### src/hdl/imd_pkg.sv
// ----------------------------------------------------------------------------
// imd_pkg: shared types and helpers for the integer matrix determinant
// Sizes, the control word between the sequencer and the multiply-accumulate
// unit, and the permutation helpers used to walk the Leibniz terms.
// ----------------------------------------------------------------------------
`default_nettype none

package imd_pkg;

  localparam int MAX_SIZE = 4;
  localparam int DATA_W   = 32;
  localparam int CFG_W    = 3;
  localparam int DEPTH    = MAX_SIZE * MAX_SIZE;
  localparam int ADDR_W   = $clog2(DEPTH);
  localparam int CNT_W    = $clog2(DEPTH + 1);
  localparam int SIZE_W   = $clog2(MAX_SIZE + 1);
  localparam int IDX_W    = (MAX_SIZE > 1) ? $clog2(MAX_SIZE) : 1;

  localparam logic [CFG_W-1:0] SIZE_RESET = CFG_W'(3);

  typedef logic signed [DATA_W-1:0] data_t;
  typedef logic [ADDR_W-1:0]        addr_t;
  typedef logic [CNT_W-1:0]         count_t;
  typedef logic [SIZE_W-1:0]        size_t;
  typedef logic [CFG_W-1:0]         cfg_t;
  typedef logic [IDX_W-1:0]         idx_t;
  typedef idx_t [MAX_SIZE-1:0]      perm_t;

  typedef enum logic {
    ST_LOAD,
    ST_CALC
  } state_t;

  // Control word that travels with each read of the element store.
  typedef struct packed {
    logic valid;
    logic first;      // first factor of a term
    logic last;       // last factor of a term
    logic neg;        // term is subtracted
    logic last_term;  // last factor of the last term
  } dtag_t;

  // Clamp the size register to the supported range.
  function automatic size_t eff_size(cfg_t cfg);
    size_t n;
    if (cfg == '0) begin
      n = size_t'(1);
    end else if (int'(cfg) > MAX_SIZE) begin
      n = size_t'(MAX_SIZE);
    end else begin
      n = size_t'(cfg);
    end
    return n;
  endfunction

  // Each digit e[k] (0..k) selects the transposition of k with k - e[k].
  // Digits above the active size stay zero, so the first n! digit patterns
  // are exactly the permutations of the first n rows.
  function automatic perm_t perm_of(perm_t e);
    perm_t p;
    idx_t  j;
    idx_t  t;
    for (int i = 0; i < MAX_SIZE; i++) p[i] = idx_t'(i);
    for (int k = 1; k < MAX_SIZE; k++) begin
      j    = idx_t'(k) - e[k];
      t    = p[k];
      p[k] = p[j];
      p[j] = t;
    end
    return p;
  endfunction

  function automatic perm_t digits_inc(perm_t e, size_t n);
    perm_t r;
    logic  carry;
    r     = e;
    carry = 1'b1;
    for (int k = 1; k < MAX_SIZE; k++) begin
      if (carry && (k < int'(n))) begin
        if (r[k] == idx_t'(k)) begin
          r[k] = '0;
        end else begin
          r[k]  = r[k] + idx_t'(1);
          carry = 1'b0;
        end
      end
    end
    return r;
  endfunction

  function automatic logic digits_done(perm_t e, size_t n);
    logic done;
    done = 1'b1;
    for (int k = 1; k < MAX_SIZE; k++) begin
      if ((k < int'(n)) && (e[k] != idx_t'(k))) done = 1'b0;
    end
    return done;
  endfunction

  function automatic logic digits_odd(perm_t e);
    logic odd;
    odd = 1'b0;
    for (int k = 1; k < MAX_SIZE; k++) odd = odd ^ (e[k] != '0);
    return odd;
  endfunction

endpackage

`default_nettype wire

### src/hdl/imd_store.sv
// ----------------------------------------------------------------------------
// imd_store: element memory
// One write port for loading, one registered read port for the sequencer.
// ----------------------------------------------------------------------------
`default_nettype none

module imd_store (
  input  wire logic          clk,
  input  wire logic          we,
  input  wire imd_pkg::addr_t waddr,
  input  wire imd_pkg::data_t wdata,
  input  wire imd_pkg::addr_t raddr,
  output imd_pkg::data_t      rdata
);
  import imd_pkg::*;

  data_t mem [DEPTH];

  always_ff @(posedge clk) begin
    if (we) begin
      mem[waddr] <= wdata;
    end
  end

  always_ff @(posedge clk) begin
    rdata <= mem[raddr];
  end

endmodule

`default_nettype wire

### src/hdl/imd_seq.sv
// ----------------------------------------------------------------------------
// imd_seq: term sequencer
// Walks every permutation of the active rows and, for each, every column,
// issuing one store address per cycle with a control word for the MAC.
// ----------------------------------------------------------------------------
`default_nettype none

module imd_seq (
  input  wire logic           clk,
  input  wire logic           rst,
  input  wire logic           start,
  input  wire imd_pkg::size_t n,
  output imd_pkg::addr_t      raddr,
  output imd_pkg::dtag_t      tag,
  output logic                busy
);
  import imd_pkg::*;

  logic  running;
  idx_t  col;
  perm_t digits;
  perm_t perm;
  idx_t  row;
  logic  last_col;
  logic  last_perm;

  always_comb begin
    perm      = perm_of(digits);
    row       = perm[col];
    last_col  = (col == idx_t'(n - size_t'(1)));
    last_perm = digits_done(digits, n);
    raddr     = addr_t'(addr_t'(row) * addr_t'(n) + addr_t'(col));
    tag.valid     = running;
    tag.first     = (col == '0);
    tag.last      = last_col;
    tag.neg       = digits_odd(digits);
    tag.last_term = last_col && last_perm;
    busy          = running;
  end

  always_ff @(posedge clk) begin
    if (rst) begin
      running <= 1'b0;
      col     <= '0;
      digits  <= '0;
    end else if (start) begin
      running <= 1'b1;
      col     <= '0;
      digits  <= '0;
    end else if (running) begin
      if (last_col) begin
        col    <= '0;
        digits <= digits_inc(digits, n);
        if (last_perm) begin
          running <= 1'b0;
        end
      end else begin
        col <= col + idx_t'(1);
      end
    end
  end

endmodule

`default_nettype wire

### src/hdl/imd_mac.sv
// ----------------------------------------------------------------------------
// imd_mac: shared multiply-accumulate unit
// Multiplies the factors of one term into a running product, then adds or
// subtracts the finished product into the determinant accumulator.
// ----------------------------------------------------------------------------
`default_nettype none

module imd_mac (
  input  wire logic           clk,
  input  wire logic           rst,
  input  wire logic           clear,
  input  wire imd_pkg::data_t rdata,
  input  wire imd_pkg::dtag_t tag,
  output logic                done,
  output imd_pkg::data_t      det
);
  import imd_pkg::*;

  dtag_t tag_q;
  data_t prod;
  data_t acc;
  logic  last_q;
  logic  neg_q;
  logic  fin_q;

  // The tag passes through one register, tag_q, to line up with the registered read data.
  always_ff @(posedge clk) begin
    if (rst) begin
      tag_q  <= '0;
      last_q <= 1'b0;
      neg_q  <= 1'b0;
      fin_q  <= 1'b0;
      done   <= 1'b0;
    end else begin
      tag_q  <= tag;
      last_q <= tag_q.valid && tag_q.last;
      neg_q  <= tag_q.neg;
      fin_q  <= tag_q.valid && tag_q.last_term;
      done   <= last_q && fin_q;
    end
  end

  always_ff @(posedge clk) begin
    if (tag_q.valid) begin
      prod <= tag_q.first ? rdata : data_t'(prod * rdata);
    end
  end

  always_ff @(posedge clk) begin
    if (clear) begin
      acc <= '0;
    end else if (last_q) begin
      acc <= neg_q ? data_t'(acc - prod) : data_t'(acc + prod);
    end
  end

  assign det = acc;

endmodule

`default_nettype wire

### src/hdl/integer_matrix_determinant.sv
// ----------------------------------------------------------------------------
// integer_matrix_determinant: determinant by the Leibniz permutation sum
// Loads an n x n signed matrix in row-major order and returns its
// determinant modulo 2^32 after the last element.
// ----------------------------------------------------------------------------
//  Channel      Signals                                  Dir  Word
//  element      element_valid / element_ready / element   in   one matrix entry
//  determinant  determinant_valid / _ready / determinant   out  one determinant
//  config       size_in_use_write / size_in_use            in   matrix size
//
//  Loading accepts elements back to back. After the last element the sequencer
//  feeds one factor per cycle through the single store read port and the
//  single multiplier. Reset clears control state only; the element store is
//  not cleared. A pending determinant does not stall loading, only the final
//  element.
// ----------------------------------------------------------------------------
`default_nettype none

module integer_matrix_determinant (
  input  wire logic           clk,
  input  wire logic           rst,
  input  wire logic           size_in_use_write,
  input  wire imd_pkg::cfg_t  size_in_use,
  input  wire logic           element_valid,
  output logic                element_ready,
  input  wire imd_pkg::data_t element,
  output logic                determinant_valid,
  input  wire logic           determinant_ready,
  output imd_pkg::data_t      determinant
);
  import imd_pkg::*;

  state_t state;
  state_t state_next;
  cfg_t   size_reg;
  size_t  n;
  count_t load_count;
  count_t total;
  logic   last_elem;
  logic   accept;
  logic   start;
  addr_t  raddr;
  data_t  rdata;
  dtag_t  tag;
  logic   seq_busy;
  logic   mac_done;
  data_t  det;

  assign n         = eff_size(size_reg);
  assign total     = count_t'(count_t'(n) * count_t'(n));
  assign last_elem = ((load_count + count_t'(1)) >= total);
  assign accept    = element_valid && element_ready;

  always_comb begin
    state_next = state;
    unique case (state)
      ST_LOAD: begin
        if (accept && last_elem) state_next = ST_CALC;
      end
      ST_CALC: begin
        if (mac_done) state_next = ST_LOAD;
      end
      default: state_next = ST_LOAD;
    endcase
  end

  // The last element waits until the previous determinant has been taken.
  always_comb begin
    element_ready = 1'b0;
    start         = 1'b0;
    unique case (state)
      ST_LOAD: begin
        element_ready = !(determinant_valid && last_elem);
        start         = accept && last_elem;
      end
      ST_CALC: begin
        element_ready = 1'b0;
      end
      default: element_ready = 1'b0;
    endcase
  end

  always_ff @(posedge clk) begin
    if (rst) begin
      state      <= ST_LOAD;
      size_reg   <= SIZE_RESET;
      load_count <= '0;
    end else begin
      state <= state_next;
      if (size_in_use_write) begin
        size_reg   <= size_in_use;
        load_count <= '0;
      end else if (accept) begin
        load_count <= last_elem ? count_t'(0) : load_count + count_t'(1);
      end
    end
  end

  always_ff @(posedge clk) begin
    if (rst) begin
      determinant_valid <= 1'b0;
    end else if (mac_done) begin
      determinant_valid <= 1'b1;
    end else if (determinant_ready) begin
      determinant_valid <= 1'b0;
    end
  end

  always_ff @(posedge clk) begin
    if (mac_done) begin
      determinant <= det;
    end
  end

  imd_store u_store (
    .clk   (clk),
    .we    (accept),
    .waddr (load_count[ADDR_W-1:0]),
    .wdata (element),
    .raddr (raddr),
    .rdata (rdata)
  );

  imd_seq u_seq (
    .clk   (clk),
    .rst   (rst),
    .start (start),
    .n     (n),
    .raddr (raddr),
    .tag   (tag),
    .busy  (seq_busy)
  );

  imd_mac u_mac (
    .clk   (clk),
    .rst   (rst),
    .clear (start),
    .rdata (rdata),
    .tag   (tag),
    .done  (mac_done),
    .det   (det)
  );

  a_done_in_calc: assert property (@(posedge clk) disable iff (rst)
    mac_done |-> state == ST_CALC)
    else $error("determinant finished outside the calculation phase");

  a_no_overwrite: assert property (@(posedge clk) disable iff (rst)
    mac_done |-> !determinant_valid)
    else $error("determinant finished while the previous word was pending");

  a_count_range: assert property (@(posedge clk) disable iff (rst)
    state == ST_LOAD |-> load_count < total)
    else $error("load count reached the matrix size while loading");

  a_seq_starts: assert property (@(posedge clk) disable iff (rst)
    start |=> seq_busy)
    else $error("sequencer did not start after the last element");

  a_busy_in_calc: assert property (@(posedge clk) disable iff (rst)
    seq_busy |-> state == ST_CALC)
    else $error("sequencer running outside the calculation phase");

endmodule

`default_nettype wire
### config.mk
export PLATFORM = sky130hd
export DESIGN_NAME = integer_matrix_determinant
export DESIGN_NICKNAME = d
export VERILOG_FILES = /design/src/hdl/imd_pkg.sv /design/src/hdl/imd_store.sv /design/src/hdl/imd_seq.sv /design/src/hdl/imd_mac.sv /design/src/hdl/integer_matrix_determinant.sv
export SDC_FILE = /design/constraint.sdc
export NUM_CORES = 2
export LEC_CHECK = 0
export BUFFER_PORTS_ARGS = -buffer_cell sky130_fd_sc_hd__buf_2
export CAP_MARGIN = 20
export CORE_UTILIZATION = 50
export DETAILED_ROUTE_END_ITERATION = 10
export PLACE_DENSITY = 0.63
export SLEW_MARGIN = 10
export SYNTH_ARGS = -nofsm -noshare
export SYNTH_HDL_FRONTEND = slang
export SYNTH_HIERARCHICAL = 1
export SYNTH_SLANG_ARGS = --single-unit
### constraint.sdc
create_clock -name clk -period 9.1 [get_ports clk]
set_clock_uncertainty 0.1 [all_clocks]
set_input_delay 1.365 -clock clk [delete_from_list [all_inputs] [get_ports clk]]
set_output_delay 1.365 -clock clk [all_outputs]
set_load 0.02 [all_outputs]
==> impl_summary.log <==
[metrics] outcome: finished clean
[metrics] required time at the endpoint of the critical path: 9.33 ns
[metrics] number of cell rows: 108
[metrics] Top Ports: 74
[metrics] peak clock frequency supported by timing: 119 MHz
[metrics] vias in the first global route: 29.0k
[metrics] maximum buffer depth of the clock tree: 3
[metrics] xor and xnor fraction of the mapped netlist area: 2.98%
[metrics] slowest stage cell, crit path: edfxtp_1
[metrics] Max H-tree Level: 3
[metrics] total count of max-transition violations in the final report: 0
[metrics] Post-CTS Hold Buffers: 0
[metrics] layout overhead on the synthesized area: 9.50%
[metrics] share of layout cells above drive strength 1: 12.0%
[metrics] clock sinks: 668
[metrics] IO Port Bufs: 73
[metrics] global-route wire length before repair: 171 mm
[metrics] Hold Crit Depth: 2
[metrics] path type of the worst min-delay path: reg2reg
[metrics] WL final: 110 mm
[metrics] register area share after synthesis: 43.8%
[metrics] Critical Path Most Common Cell: fa_1
[metrics] CTS tree: yes
[metrics] Synth Area in Compound Gates: 5.10%
[metrics] Core ar.: 86800 um^2
[metrics] number of remaining DRC errors: 0
[metrics] Cell Area, Synth: 43700 um^2
[metrics] post-route ant nets: 0
[metrics] maximum fanout count along the critical path: 25
[metrics] startpoint-to-endpoint class of the critical path: reg2reg
[metrics] flip-flop cell with the highest count after synthesis: edfxtp_1
[metrics] Post-Syn Nets: 4089
[metrics] net count of the finished layout: 4124
[metrics] tightest hold margin: 0.323 ns
[metrics] top-count cell post-synth: edfxtp_1
[metrics] half-perimeter wire length after placement: 73.5 mm
[metrics] Final GP Congestion: 0.941
[metrics] number of violations of the max-capacitance limit: 0
[metrics] Initial Utilization: 50.4%
[metrics] Reg-to-Reg Start: u_mac/prod[12]
[metrics] total congestion overflow: 0
[metrics] worst-case hold path end point: u_mac/done
[metrics] kind of capture point of the worst setup path: register
[metrics] top cells by area, synth: edfxtp_1, fa_1, mux4_2, ha_1, and2_1
[metrics] number of CTS-inserted buffers: 74
[metrics] number of enable-type register cells in the synthesized netlist: 576
[metrics] Relative slew margins: 21.9%
[metrics] worst hold start: u_mac/fin_q
[metrics] FF-to-FF setup slack: 0.70 ns
[metrics] minimum period implied by the final worst setup slack: 8.40 ns
[metrics] slew of the pin with the lowest slew margin: 1.17 ns
[metrics] Synth Register Bits: 668
[metrics] cell type with the highest aggregate area in the netlist: edfxtp_1
[metrics] post-synthesis cell type count: 89
[metrics] unrepaired setup endpoints after global routing: false
[metrics] endpoint of the worst-slack reg-to-reg timing path: u_mac/prod[27]
[metrics] cells after synthesis: 3437
[metrics] worst-skew pair later-pin latency: 0.64 ns
[metrics] CP Cell Sequence: and2_1 -> fa_1 -> fa_1 -> fa_1 -> inv_1 -> fa_1 -> inv_1 -> fa_1 -> inv_1 -> fa_1 -> inv_1 -> fa_1 -> fa_1 -> ha_1 -> and3_1 -> nand2_1 -> or3_1 -> nor3_1 -> o21ai_0 -> a21oi_1 -> o21ai_0 -> o311ai_0
[metrics] Setup Buffers After CTS: 0
[metrics] area fraction of the dominant cell type after synthesis: 39.5%
[metrics] Final TNS setup: 0 ns
[metrics] CP Launch Point: u_mac/prod[12]
[metrics] vias per inst: 5.69
[metrics] routed vias: 26.7k
[metrics] initial antenna violation count: 8
[metrics] cell depth of the worst flop-to-flop path: 22
[metrics] share of synthesized cell area in full adder, half adder and majority cells: 24.6%
[metrics] Yosys Warn Count: 6
[metrics] register clock-pin slew on the reported worst setup and hold paths: 0.06 ns
[metrics] ys async rst share: 0%
[metrics] vertical die dimension: 298 um
[metrics] Tot GR Track Use: 25.6%
[metrics] Starting DRT DRC Count: 2001
[metrics] clock tree root driver cell: clkbuf_16
[metrics] main combinational cell family by area after synthesis: adder cells
[metrics] pin count of the biggest net entering global routing: 109
[metrics] crit path DAT: 8.63 ns
[metrics] largest reg by FF count: u_store/mem
[metrics] DIE WIDTH: 298 um
[metrics] final worst-path cycle share: 92.3%
[metrics] top cells by count, synth: edfxtp_1, inv_1, fa_1
[metrics] number of setup violations in the final report: 0
[metrics] proportion of synthesized area in mux cells: 7.42%
[metrics] die area: 88700 um^2
[metrics] post-layout utilization of the core: 55.2%
[metrics] type of origin of the critical path: register
[metrics] flip-flop count of the largest register, all copies and words added: 512
[metrics] delay of the slowest cell on the worst path: 1.05 ns
[metrics] first-pass iteration count of the detailed router: 5
[metrics] number of gates resized after cts: 0
[metrics] final hold violations: 0
[metrics] per-instance average area after synthesis: 12.7 um^2
[metrics] simple-gate share of the synthesized area: 10.6%
[metrics] Avg WL per Cell: 23.4 um
==> through the flow <==
step           worst slack (ns)  area [um^2]  cells
2_1_floorplan              1.79        43700   3437
3_3_place_gp              0.958        45400   4551
3_5_place_dp              0.862        45400   4551
4_1_cts                   0.828        47900   4685
5_1_grt                   0.291        47900   4686
6_report                  0.703        47900   4690
==> cells by family after synthesis <==
group	after synthesis
buffers and inverters	629
flip-flops	668
multiplexers	163
other	1
adder cells (fa/ha/maj)	612
AO/OA/AOI/OAI	333
AND/OR/NAND/NOR	883
XOR/XNOR	148
==> cells in the final DEF (no fill, tap or decap), drive strengths merged, types with 8 or more instances in the layout <==
| master | instances |
|---|---|
| edfxtp | 576 |
| nor4 | 11 |
| mux2 | 10 |
| nand2 | 281 |
| and2 | 368 |
| ha | 201 |
| fa | 411 |
| clkbuf | 105 |
| dfxtp | 92 |
| a21o | 23 |
| nand2b | 13 |
| a22oi | 66 |
| xor2 | 33 |
| nor2 | 99 |
| o21ai | 53 |
| nor3 | 22 |
| clkinv | 15 |
| o21a | 11 |
| mux2i | 25 |
| mux4 | 128 |
| o21bai | 9 |
| a21oi | 86 |
| buf | 136 |
| nand3 | 14 |
| and3 | 10 |
| a31oi | 11 |
| a211oi | 12 |
| inv | 456 |
| nor2b | 19 |
| or3 | 8 |
| xnor2 | 115 |
==> final cells by class <==
cell class                      count  area, um^2
Antenna cell                        5        12.5
Inverter                          452        1700
Sequential cell                   668       19100
Clock buffer                      105        2030
Tap cell                         1155        1450
Fill cell                        7154       38900
Clock inverter                     29         408
Multi-Input combinational cell   2140       22300
Timing Repair Buffer              136         851
==> worst max-delay path, delay by kind of cell (launching register included) <==
kind | cells | cell delay (ns)
flops | 1 | 1.05
simple gates | 5 | 1.16
compound gates | 4 | 1.28
fa+ha+maj | 9 | 4.30
buf+inv | 4 | 0.21
==> metal layers <==
| metal | vias up | GRT usage [%] | share of wire [%] |
|---|---|---|---|
| met2 | 868 | 43.7 | 50 |
| met1 | 13800 | 33.0 | 40 |
| met5 | - | 0 | 0.061 |
| li1 | 11700 | - | - |
| met3 | 241 | 3.51 | 6.0 |
| met4 | 12 | 10.3 | 3.9 |
==> worst max path at each step <==
stage	end	slack (ns)	cells after the start
4_1_cts	u_mac/prod[27]	0.83	22
3_5_place_dp	u_mac/prod[27]	0.86	22
5_1_grt	u_mac/prod[27]	0.29	22
3_3_place_gp	u_mac/prod[27]	0.96	22
6_report	u_mac/prod[27]	0.70	22
2_1_floorplan	u_mac/prod[31]	1.79	25
Power is not shown: default switching activity piles up to over one toggle a cycle in this logic, so the estimate is an artifact.
